===== config.mk =====
export PLATFORM = sky130hd
export DESIGN_NAME = midi_track_event_parser_top
export DESIGN_NICKNAME = d
export VERILOG_FILES = /design/src/mtep_pkg.sv /design/src/midi_track_event_parser_top.sv
export SDC_FILE = /design/constraint.sdc
export NUM_CORES = 1
export LEC_CHECK = 0
export ABC_AREA = 1
export BUFFER_PORTS_ARGS = -buffer_cell sky130_fd_sc_hd__buf_2
export CAP_MARGIN = 20
export CELL_PAD_IN_SITES_DETAIL_PLACEMENT = 1
export CELL_PAD_IN_SITES_GLOBAL_PLACEMENT = 1
export CORE_ASPECT_RATIO = 1.75
export CORE_MARGIN = 2
export CORE_UTILIZATION = 39
export DETAILED_ROUTE_END_ITERATION = 8
export PLACE_DENSITY = 0.81
export SLEW_MARGIN = 20
export SYNTH_ARGS = -nofsm -noshare
export SYNTH_HDL_FRONTEND = slang
export SYNTH_SLANG_ARGS = --single-unit

===== constraint.sdc =====
create_clock -name i_clk -period 4.1 [get_ports i_clk]
set_clock_uncertainty 0.2 [all_clocks]
set_input_delay 0.41 -clock i_clk [delete_from_list [all_inputs] [get_ports i_clk]]
set_output_delay 0.41 -clock i_clk [all_outputs]
set_load 0.005 [all_outputs]

===== src/mtep_pkg.sv =====
`default_nettype none
// ----------------------------------------------------------------------------
// mtep_pkg
// Codes and helpers shared by the MIDI track event parser.
// ----------------------------------------------------------------------------
package mtep_pkg;

    // Longest variable-length number, in bytes
    localparam int unsigned MaxNumberBytes = 4;

    localparam int unsigned DataByteW = 8;
    localparam int unsigned TickW     = 32;
    localparam int unsigned RoleW     = 3;
    localparam int unsigned ErrW      = 2;
    localparam int unsigned ChanW     = 4;

    // Output stream packing
    localparam int unsigned OutDataW = 56;
    localparam int unsigned OutUserW = 4;

    // Byte roles
    localparam logic [RoleW-1:0] RoleDelta    = 3'd0;
    localparam logic [RoleW-1:0] RoleStatus   = 3'd1;
    localparam logic [RoleW-1:0] RoleMetaType = 3'd2;
    localparam logic [RoleW-1:0] RoleLength   = 3'd3;
    localparam logic [RoleW-1:0] RolePayload  = 3'd4;
    localparam logic [RoleW-1:0] RoleIgnored  = 3'd5;

    // Error codes
    localparam logic [ErrW-1:0] ErrNone        = 2'd0;
    localparam logic [ErrW-1:0] ErrOverlong    = 2'd1;
    localparam logic [ErrW-1:0] ErrRunningStat = 2'd2;

    // Status and meta type codes
    localparam logic [7:0] StatMeta        = 8'hFF;
    localparam logic [7:0] StatSysex       = 8'hF0;
    localparam logic [7:0] StatSysexEscape = 8'hF7;
    localparam logic [7:0] StatSongPos     = 8'hF2;
    localparam logic [7:0] StatSongSelect  = 8'hF3;
    localparam logic [7:0] MetaEndOfTrack  = 8'h2F;
    localparam logic [7:0] StatNoteOff     = 8'h80;
    localparam logic [7:0] StatNoteOn      = 8'h90;
    localparam logic [7:0] StatKeyPress    = 8'hA0;
    localparam logic [7:0] StatControl     = 8'hB0;
    localparam logic [7:0] StatPitchWheel  = 8'hE0;

    // Channel messages that carry two data bytes
    function automatic logic is_two_byte(input logic [7:0] t);
        return (t == StatNoteOff) || (t == StatNoteOn) || (t == StatKeyPress) ||
               (t == StatControl) || (t == StatPitchWheel);
    endfunction

endpackage
`default_nettype wire


===== src/midi_track_event_parser_top.sv =====
`default_nettype none
// ----------------------------------------------------------------------------
// midi_track_event_parser_top
// Parses MIDI track body bytes, tagging each byte with its role and tracking
// tick position, running status and event boundaries.
// ----------------------------------------------------------------------------
// Channel | Dir | tdata                      | tuser               | tlast
// s       | in  | data_byte                  | track_start         | -
// m       | out | tick, type, chan, payload, | byte_role, is_meta  | event_done
//         |     | track_end, error_code      |                     |
//
// One item in, one item out; an item is accepted every cycle while the result
// register is empty or being drained. The result appears in the cycle after the
// byte is taken, held in the single result register after the decode logic.
// Reset (synchronous, active low) clears parser state and the result valid.
// A stalled result holds; input is taken only when the result register frees.
// ----------------------------------------------------------------------------
module midi_track_event_parser_top #(
    parameter int unsigned MAX_NUMBER_BYTES = mtep_pkg::MaxNumberBytes
) (
    input  wire logic                          i_clk,
    input  wire logic                          i_rst_n,
    input  wire logic                          i_s_tvalid,
    output logic                               o_s_tready,
    input  wire logic [mtep_pkg::DataByteW-1:0] i_s_tdata,  // [7:0] data_byte
    input  wire logic [0:0]                    i_s_tuser,   // [0] track_start
    output logic                               o_m_tvalid,
    input  wire logic                          i_m_tready,
    // [31:0] tick_position, [39:32] event_type, [43:40] channel,
    // [51:44] payload_byte, [52] track_end, [54:53] error_code, [55] zero
    output logic [mtep_pkg::OutDataW-1:0]      o_m_tdata,
    // [2:0] byte_role, [3] is_meta
    output logic [mtep_pkg::OutUserW-1:0]      o_m_tuser,
    output logic                               o_m_tlast    // event_done
);

    localparam int unsigned AccW =
        (7 * MAX_NUMBER_BYTES > 32) ? 32 : 7 * MAX_NUMBER_BYTES;
    localparam int unsigned CntW = $clog2(MAX_NUMBER_BYTES + 1);

    typedef enum logic [2:0] {
        PH_DELTA    = 3'd0,
        PH_STATUS   = 3'd1,
        PH_METATYPE = 3'd2,
        PH_LENGTH   = 3'd3,
        PH_PAYLOAD  = 3'd4
    } t_phase;

    // Parser state
    t_phase                           r_phase, n_phase;
    logic [AccW-1:0]                  r_acc, n_acc;
    logic [CntW-1:0]                  r_cnt, n_cnt;
    logic [mtep_pkg::TickW-1:0]       r_pos, n_pos;
    logic [7:0]                       r_type, n_type;
    logic                             r_meta, n_meta;
    logic [mtep_pkg::ChanW-1:0]       r_chan, n_chan;
    logic [AccW-1:0]                  r_rem, n_rem;
    logic                             r_halted, n_halted;

    // Result register
    logic                             r_out_valid;
    logic [mtep_pkg::RoleW-1:0]       r_role, n_role;
    logic [7:0]                       r_payload, n_payload;
    logic                             r_done, n_done;
    logic                             r_tend, n_tend;
    logic [mtep_pkg::ErrW-1:0]        r_err, n_err;

    logic [AccW-1:0]                  acc_sh;
    logic [CntW-1:0]                  cnt_inc;
    logic [AccW-1:0]                  rem_dec;
    logic [7:0]                       byte_in;
    logic                             s_accept;

    assign byte_in    = i_s_tdata;
    assign o_s_tready = !r_out_valid || i_m_tready;
    assign s_accept   = i_s_tvalid && o_s_tready;

    always_comb begin
        n_phase   = r_phase;
        n_acc     = r_acc;
        n_cnt     = r_cnt;
        n_pos     = r_pos;
        n_type    = r_type;
        n_meta    = r_meta;
        n_chan    = r_chan;
        n_rem     = r_rem;
        n_halted  = r_halted;
        n_role    = mtep_pkg::RoleIgnored;
        n_payload = '0;
        n_done    = 1'b0;
        n_tend    = 1'b0;
        n_err     = mtep_pkg::ErrNone;
        acc_sh    = '0;
        cnt_inc   = '0;
        rem_dec   = '0;

        // Track start clears everything but the channel before the byte is parsed
        if (i_s_tuser[0]) begin
            n_phase  = PH_DELTA;
            n_acc    = '0;
            n_cnt    = '0;
            n_pos    = '0;
            n_type   = mtep_pkg::StatMeta;
            n_meta   = 1'b0;
            n_rem    = '0;
            n_halted = 1'b0;
        end

        acc_sh  = AccW'({n_acc, byte_in[6:0]});
        cnt_inc = n_cnt + CntW'(1);

        if (!n_halted) begin
            unique case (n_phase)
                PH_DELTA: begin
                    n_role = mtep_pkg::RoleDelta;
                    if (!byte_in[7]) begin
                        n_pos   = n_pos + mtep_pkg::TickW'(acc_sh);
                        n_acc   = '0;
                        n_cnt   = '0;
                        n_phase = PH_STATUS;
                    end else begin
                        n_acc = acc_sh;
                        n_cnt = cnt_inc;
                        if (cnt_inc >= CntW'(MAX_NUMBER_BYTES)) begin
                            n_err    = mtep_pkg::ErrOverlong;
                            n_halted = 1'b1;
                        end
                    end
                end
                PH_STATUS: begin
                    if (!byte_in[7]) begin
                        // Running status: legal only after a channel message
                        if (n_meta || !n_type[7] || (n_type[7:4] == 4'hF)) begin
                            n_role   = mtep_pkg::RoleStatus;
                            n_err    = mtep_pkg::ErrRunningStat;
                            n_halted = 1'b1;
                        end else begin
                            n_role    = mtep_pkg::RolePayload;
                            n_payload = byte_in;
                            if (mtep_pkg::is_two_byte(n_type)) begin
                                n_rem   = AccW'(1);
                                n_phase = PH_PAYLOAD;
                            end else begin
                                n_rem   = '0;
                                n_done  = 1'b1;
                                n_phase = PH_DELTA;
                            end
                        end
                    end else begin
                        n_role = mtep_pkg::RoleStatus;
                        n_meta = 1'b0;
                        if (byte_in[7:4] != 4'hF) begin
                            n_chan  = byte_in[3:0];
                            n_type  = {byte_in[7:4], 4'h0};
                            n_rem   = mtep_pkg::is_two_byte({byte_in[7:4], 4'h0})
                                      ? AccW'(2) : AccW'(1);
                            n_phase = PH_PAYLOAD;
                        end else begin
                            n_type = byte_in;
                            n_acc  = '0;
                            n_cnt  = '0;
                            if (byte_in == mtep_pkg::StatMeta) begin
                                n_phase = PH_METATYPE;
                            end else if ((byte_in == mtep_pkg::StatSysex) ||
                                         (byte_in == mtep_pkg::StatSysexEscape)) begin
                                n_phase = PH_LENGTH;
                            end else if (byte_in == mtep_pkg::StatSongPos) begin
                                n_rem   = AccW'(2);
                                n_phase = PH_PAYLOAD;
                            end else if (byte_in == mtep_pkg::StatSongSelect) begin
                                n_rem   = AccW'(1);
                                n_phase = PH_PAYLOAD;
                            end else begin
                                n_rem   = '0;
                                n_done  = 1'b1;
                                n_phase = PH_DELTA;
                            end
                        end
                    end
                end
                PH_METATYPE: begin
                    n_role  = mtep_pkg::RoleMetaType;
                    n_type  = byte_in;
                    n_meta  = 1'b1;
                    n_acc   = '0;
                    n_cnt   = '0;
                    n_phase = PH_LENGTH;
                end
                PH_LENGTH: begin
                    n_role = mtep_pkg::RoleLength;
                    if (!byte_in[7]) begin
                        n_rem = acc_sh;
                        n_acc = '0;
                        n_cnt = '0;
                        if (acc_sh == '0) begin
                            n_done  = 1'b1;
                            n_phase = PH_DELTA;
                        end else begin
                            n_phase = PH_PAYLOAD;
                        end
                    end else begin
                        n_acc = acc_sh;
                        n_cnt = cnt_inc;
                        if (cnt_inc >= CntW'(MAX_NUMBER_BYTES)) begin
                            n_err    = mtep_pkg::ErrOverlong;
                            n_halted = 1'b1;
                        end
                    end
                end
                PH_PAYLOAD: begin
                    n_role    = mtep_pkg::RolePayload;
                    n_payload = byte_in;
                    rem_dec   = (n_rem != '0) ? n_rem - AccW'(1) : '0;
                    n_rem     = rem_dec;
                    if (rem_dec == '0) begin
                        n_done  = 1'b1;
                        n_phase = PH_DELTA;
                    end
                end
                default: begin
                    n_phase = PH_DELTA;
                end
            endcase

            // End of track halts until the next track start
            if (n_done && n_meta && (n_type == mtep_pkg::MetaEndOfTrack)) begin
                n_tend   = 1'b1;
                n_halted = 1'b1;
            end
        end
    end

    always_ff @(posedge i_clk) begin
        if (!i_rst_n) begin
            r_phase     <= PH_DELTA;
            r_acc       <= '0;
            r_cnt       <= '0;
            r_pos       <= '0;
            r_type      <= mtep_pkg::StatMeta;
            r_meta      <= 1'b0;
            r_chan      <= '0;
            r_rem       <= '0;
            r_halted    <= 1'b0;
            r_out_valid <= 1'b0;
        end else begin
            if (s_accept) begin
                r_phase   <= n_phase;
                r_acc     <= n_acc;
                r_cnt     <= n_cnt;
                r_pos     <= n_pos;
                r_type    <= n_type;
                r_meta    <= n_meta;
                r_chan    <= n_chan;
                r_rem     <= n_rem;
                r_halted  <= n_halted;
                r_role    <= n_role;
                r_payload <= n_payload;
                r_done    <= n_done;
                r_tend    <= n_tend;
                r_err     <= n_err;
            end
            if (s_accept) begin
                r_out_valid <= 1'b1;
            end else if (i_m_tready) begin
                r_out_valid <= 1'b0;
            end
        end
    end

    assign o_m_tvalid = r_out_valid;
    assign o_m_tdata  = {1'b0, r_err, r_tend, r_payload, r_chan, r_type, r_pos};
    assign o_m_tuser  = {r_meta, r_role};
    assign o_m_tlast  = r_done;

    // Payload phase always has bytes left to take
    a_rem_nonzero: assert property (@(posedge i_clk) disable iff (!i_rst_n)
        (r_phase == PH_PAYLOAD) |-> (r_rem != '0))
        else $error("payload phase with no bytes remaining");

    // An error or end of track halts the parser
    a_halt_after_stop: assert property (@(posedge i_clk) disable iff (!i_rst_n)
        (s_accept && ((n_err != mtep_pkg::ErrNone) || n_tend)) |=> r_halted)
        else $error("parser not halted after error or end of track");

    // End of track only closes an end-of-track meta event
    a_tend_event: assert property (@(posedge i_clk) disable iff (!i_rst_n)
        (r_out_valid && r_tend) |->
        (r_done && r_meta && (r_type == mtep_pkg::MetaEndOfTrack)))
        else $error("track end outside an end-of-track meta event");

    // An error byte never closes an event, payload value only on payload bytes
    a_err_not_done: assert property (@(posedge i_clk) disable iff (!i_rst_n)
        (r_out_valid && (r_err != mtep_pkg::ErrNone)) |-> (!r_done && !r_tend))
        else $error("error item marked as event end");

    a_payload_role: assert property (@(posedge i_clk) disable iff (!i_rst_n)
        (r_out_valid && (r_role != mtep_pkg::RolePayload)) |-> (r_payload == '0))
        else $error("payload value on a non-payload item");

endmodule
`default_nettype wire


# After elaboration in Yosys (flattened, before gate mapping)
# Cells that the tools add are included.
[word_totals] in_bits=13 reg_bits=124
[op_classes] eq_ne=22 n_lt_le_gt_ge=1 n_addsub=3 reduce_logical=25 muxes=91 n_bitwise=1
[op_table] operator="$mux 28" n=14
[op_table] operator="$pmux 28 s3" n=2
[op_table] operator="$mux 32" n=4
[op_table] operator="$eq 8x8->1 const B" n=10
[op_table] operator="$mux 3" n=21
[op_table] operator="$logic_not 28->1" n=2
[op_table] operator="$add 32x28->32" n=1
[op_table] operator="$mux 8" n=4
[op_table] operator="$pmux 8 s2" n=2
[op_table] operator="$pmux 3 s5" n=2
[op_table] operator="$mux 1" n=29
[op_table] operator="$reduce_bool 28->1" n=1
[op_table] operator="$sub 28x1->28 const B" n=1
[op_table] operator="$eq 4x4->1 const B" n=6
[op_table] operator="$mux 7" n=2
[op_table] operator="$logic_or 1x1->1" n=12
[op_table] operator="$mux 2" n=5
[op_table] operator="$pmux 3 s3" n=1
[op_table] operator="$eq 8x6->1 const B" n=1
[op_table] operator="$eq 3x2->1 const B" n=2
[op_table] operator="$reduce_and 5->1" n=1
[op_table] operator="$mux 4" n=1
[op_table] operator="$ne 4x4->1 const B" n=1
[op_table] operator="$pmux 1 s2" n=2
[op_table] operator="13 further kinds" n=16

# Longest topological paths before layout
[logic_depth] depth_word=15 depth_mapped=25 mapped_depth_nobuf=20

# Worst setup path after synthesis
# No wires, ideal clock.
[synth_path] path_kind="in2reg" from="in i_s_tuser" to="reg r_pos[22] in the netlist's numbering" stages=25 path_buffers=5 slack_ns=0.198 t_arrival_ns=3.590 t_required_ns=3.788 setup_ns=0.112 cell_sequence="inv_2 buf_6 buf_2 buf_2 buf_1 clkbuf_1 nand2_1 inv_1 ha_1 inv_1 fa_1 inv_1 nand3_1 nand2_1 a21oi_1 o21ai_0 a21oi_1 o21ai_0 nand2_1 nand2_1 nand2_1 inv_1 o21ai_0 nand2_1 nand2_1"
[synth_between] elab_chain_cells=5 elab_cells_between_ends=9
[synth_lines] item="start: declaration" line="midi_track_event_parser_top.sv:26" rtl="input wire logic [0:0] i_s_tuser,"
[synth_lines] item="$mux 32 / $mux 28 (equally long branches)" line="midi_track_event_parser_top.sv:98" rtl="if (i_s_tuser[0]) begin"
[synth_lines] item="$add 32x28->32" line="midi_track_event_parser_top.sv:117" rtl="n_pos = n_pos + mtep_pkg::TickW'(acc_sh);"
[synth_lines] item="$mux 32" line="midi_track_event_parser_top.sv:116" rtl="if (!byte_in[7]) begin"
[synth_lines] item="$mux 32" line="midi_track_event_parser_top.sv:113" rtl="unique case (n_phase)"
[synth_lines] item="$mux 32 *" line="midi_track_event_parser_top.sv:112" rtl="if (!n_halted) begin"
[synth_lines] item="end signal: assignment" line="midi_track_event_parser_top.sv:250" rtl="r_pos <= n_pos;"
[synth_lines] item="end: declaration" line="midi_track_event_parser_top.sv:53" rtl="logic [mtep_pkg::TickW-1:0] r_pos, n_pos;"
# Every way passes the cells marked *; elsewhere a longest branch is shown, timed or not.
# A chain may end at the register's enable or synchronous reset.

# Worst setup path after layout
[layout_path] from="in i_s_tuser" to="reg r_pos[28] in the netlist's numbering"
# The elaborated chain is that of the path after synthesis.

==> qor.yml <==
grt:
  grt-busiest-layer: "met2"
  grt_pass1_vias: 11170
  gr-total-overflow: 0
  grt_use_met1_pct: 31.28
  grtUsageTotal_pct: 31.94
  grt_pass1_wl_um: 59540
  grt_use_met3_pct: 5.887
  antenna_found_initial: 0
  met2_usage_pct: 58.48
  grt_max_degree: 65
floorplanning:
  die-area_sq_um: 24220
  die_h_um: 204.4
  core-area_sq_um: 22650
  boundaryPins: 76
  std_cell_rows: 73
  die_w_um: 118.5
  start_util_pct: 39.51
place:
  place_inst: 1755
  dpl.hpwl_um: 28460
  place_area_sq_um: 9627
  gp_congestion: 0.9584
  port_buffers: 74
  pre_cts_ws_ns: 0.2701
synthesis:
  synth-simple-area-share_pct: 28.69
  yosys.area_share.adder_pct: 4.418
  synth_cell_types: 48
  ys_ff_latch: 117
  synth_flop_cell: "dfxtp_1"
  synth_top_family_by_area: "simple AND/OR/NAND/NOR gates"
  synthCells: 1422
  avgSynthCellArea_sq_um: 6.293
  mappedNetlistNets: 1466
  seq_area_frac_synth_pct: 27.85
  synthArstFlopShare_pct: 0
  yosys_warnings: 0
  synth_mux_area_share_pct: 0
  synth_xor_area_share_pct: 1.370
  netlist_area_sq_um: 8949
  synth_edf_count: 15
  synth-compound-area-share_pct: 25.80
timing:
  layout_setup_ws_ns: 0.6750
  setup_viol: 0
  hold_slack_ns: 0.06579
  min_period_ns: 3.425
  fmax_mhz: 292.0
  fin_setup_tns_ns: 0
  worst_pin_slew_ns: 0.8134
  period_share_pct: 83.54
  hold_viol_final: 0
  rsz0062_at_grt: "no"
  timing.slew.headroom_pct: 45.36
  maxSlewViolCount: 0
clocking:
  insertion_delay_ns: 0.45
  htree_levels: 4
  clock_path_buffers: 2
  cts_sinks: 117
  cts_tree: "built"
  cts_root_buf: "clkbuf_16"
  post-cts-setup-buffer-count: 0
  ctsResizeCount: 0
  hold_buffers: 0
  numCtsBuffers: 17
  clk_pin_slew_worst_paths_ns: 0.06
worst_setup_path:
  r2r_slack_ns: 0.78
  worstPathArrival_ns: 3.58
  cp_slowest_cell: "buf_4"
  cp.required_ns: 4.26
  cp_max_fo: 35
  crit_cells: 18
  start_kind: "primary input"
  criticalPathCategory: "in2reg"
  r2r-start: "r_pos[0]"
  worst-path-buf-inv: 6
  path_common_cell: "nand2_1"
  cp-end-kind: "flip-flop"
  crit_path_max_incr_delay_ns: 0.43
  crit_family: "buffers and inverters"
  r2r-end: "r_pos[22]"
  ff2ff_path_depth: 19
  cp_cell_sequence: "buf_2, inv_2, buf_4, buf_4, nand2_1, inv_1, ha_1, nand2_1, inv_1, a21boi_0, nand2_1, a211oi_1, nand2_1, nand3_1, nand2_1, nand2_1, nor2_1, nor3b_1"
layout:
  fin_cells: 1787
  fillers: 3124
  fin_nets: 1518
  drive_gt1_share_pct: 11.57
  ff_latch_area_sq_um: 2492
  insertedDiodeCount: 0
  area_growth_pct: 14.89
  final_area_sq_um: 10280
  final_cell_mix: "nand2_1 (294), inv_1 (191), nor2_1 (133), o21ai_0 (133), a21oi_1 (132)"
  final_util_pct: 45.39
  final_common_cell: "nand2_1"
  multi_input_area_sq_um: 5400
power:
  power_mw: 3.867
  powerDensity_nw_per_um2: 376.1
  leakagePower_nw: 5.120
  ir_worst_vdd_mv: 0.2589
worst_hold_path:
  hold_end: "o_m_tvalid"
  whs_path_depth: 4
  min_from: "i_m_tready"
  min_path_type: "in2reg"
detailed_routing:
  drtIter0Drc: 606
  drc: 0
  vias_per_cell: 5.818
  vias: 10400
  first_pass_iters: 5
  routed_wl_um: 37800
  postRouteAntennaNets: 0
  drt-wirelength-per-cell_um: 21.15
outcome:
  status: "finished clean"
job:
  drv_cap: 0
metal layers:
| layer | up-vias | routed length (um) |
|---|---|---|
| li1 | 4926 | - |
| met5 | - | 0 |
| met1 | 5028 | 13530 |
| met3 | 146 | 1635 |
| met4 | 0 | 2997 |
| met2 | 297 | 19640 |
worst register-to-register path: cells and delay by family (launching register included):
family          cells  cell delay, ns
flops               1            0.36
simple gates        8            0.67
buf+inv             4            0.26
fa+ha+maj           2            0.57
compound gates      5            1.16
cells in the mapped netlist, types with 7 or more instances:
cell,count,area share (%)
a21o_1,9,0.75
a21oi_1,132,7.4
a31oi_1,7,0.49
buf_1,7,0.29
buf_2,12,0.67
clkbuf_1,39,1.6
dfxtp_1,102,23
edfxtp_1,15,5.0
ha_1,30,4.2
inv_1,191,8.0
inv_2,8,0.34
nand2_1,294,12
nand2_2,10,0.70
nand3_1,74,4.1
nand4_1,24,1.7
nor2_1,134,5.6
nor2_2,7,0.49
nor3_1,27,1.5
nor4_1,11,0.77
o211ai_1,30,2.5
o21ai_0,133,7.4
o21ai_1,9,0.50
o221ai_1,20,2.0
o22ai_1,23,1.6
xor2_1,8,0.78
cells by family (layout without fill, tap and decap cells):
kind of cell / count (synthesis) / in the layout
AO/OA/AOI/OAI: 398 / 398
flip-flops: 117 / 117
XOR/XNOR: 14 / 14
AND/OR/NAND/NOR: 595 / 595
buffers and inverters: 266 / 331
other: 1 / 1
adder cells (fa/ha/maj): 31 / 31
registers in the layout (all words and copies together) (netlist names), 3 cells and up:
name / cells
r_phase: 3
r_pos: 32
r_payload: 8
r_acc: 21
r_chan: 4
r_type: 8
r_rem: 28
r_role: 3
r_cnt: 3
how the worst max path moves through the flow:
stage	start	end	slack, ns
2_1_floorplan	i_s_tuser	r_pos[22]	0.20
3_3_place_gp	i_s_tuser	r_pos[30]	0.39
3_5_place_dp	i_s_tuser	r_pos[28]	0.27
4_1_cts	i_s_tuser	r_pos[28]	0.72
5_1_grt	r_pos[0]	r_pos[20]	0.38
6_report	i_s_tuser	r_pos[28]	0.68
report_power, final:
part / switching, mW / internal (mW) / leakage, nW
Clock: 0.572 / 1.11 / 0.322
Combinational: 0.628 / 0.269 / 3.81
Sequential: 0.0562 / 1.23 / 0.985
Total: 1.26 / 2.61 / 5.12
layout make-up:
cell class | instances | area share [%]
clock buffer | 24 | 4.977
clock inverter | 8 | 1.387
inverter | 200 | 7.302
multi-input combinational | 1039 | 52.53
sequential | 117 | 24.24
tap | 300 | 3.651
timing repair buffer | 99 | 5.915
Note: power is estimated with default switching activity, not from simulation.
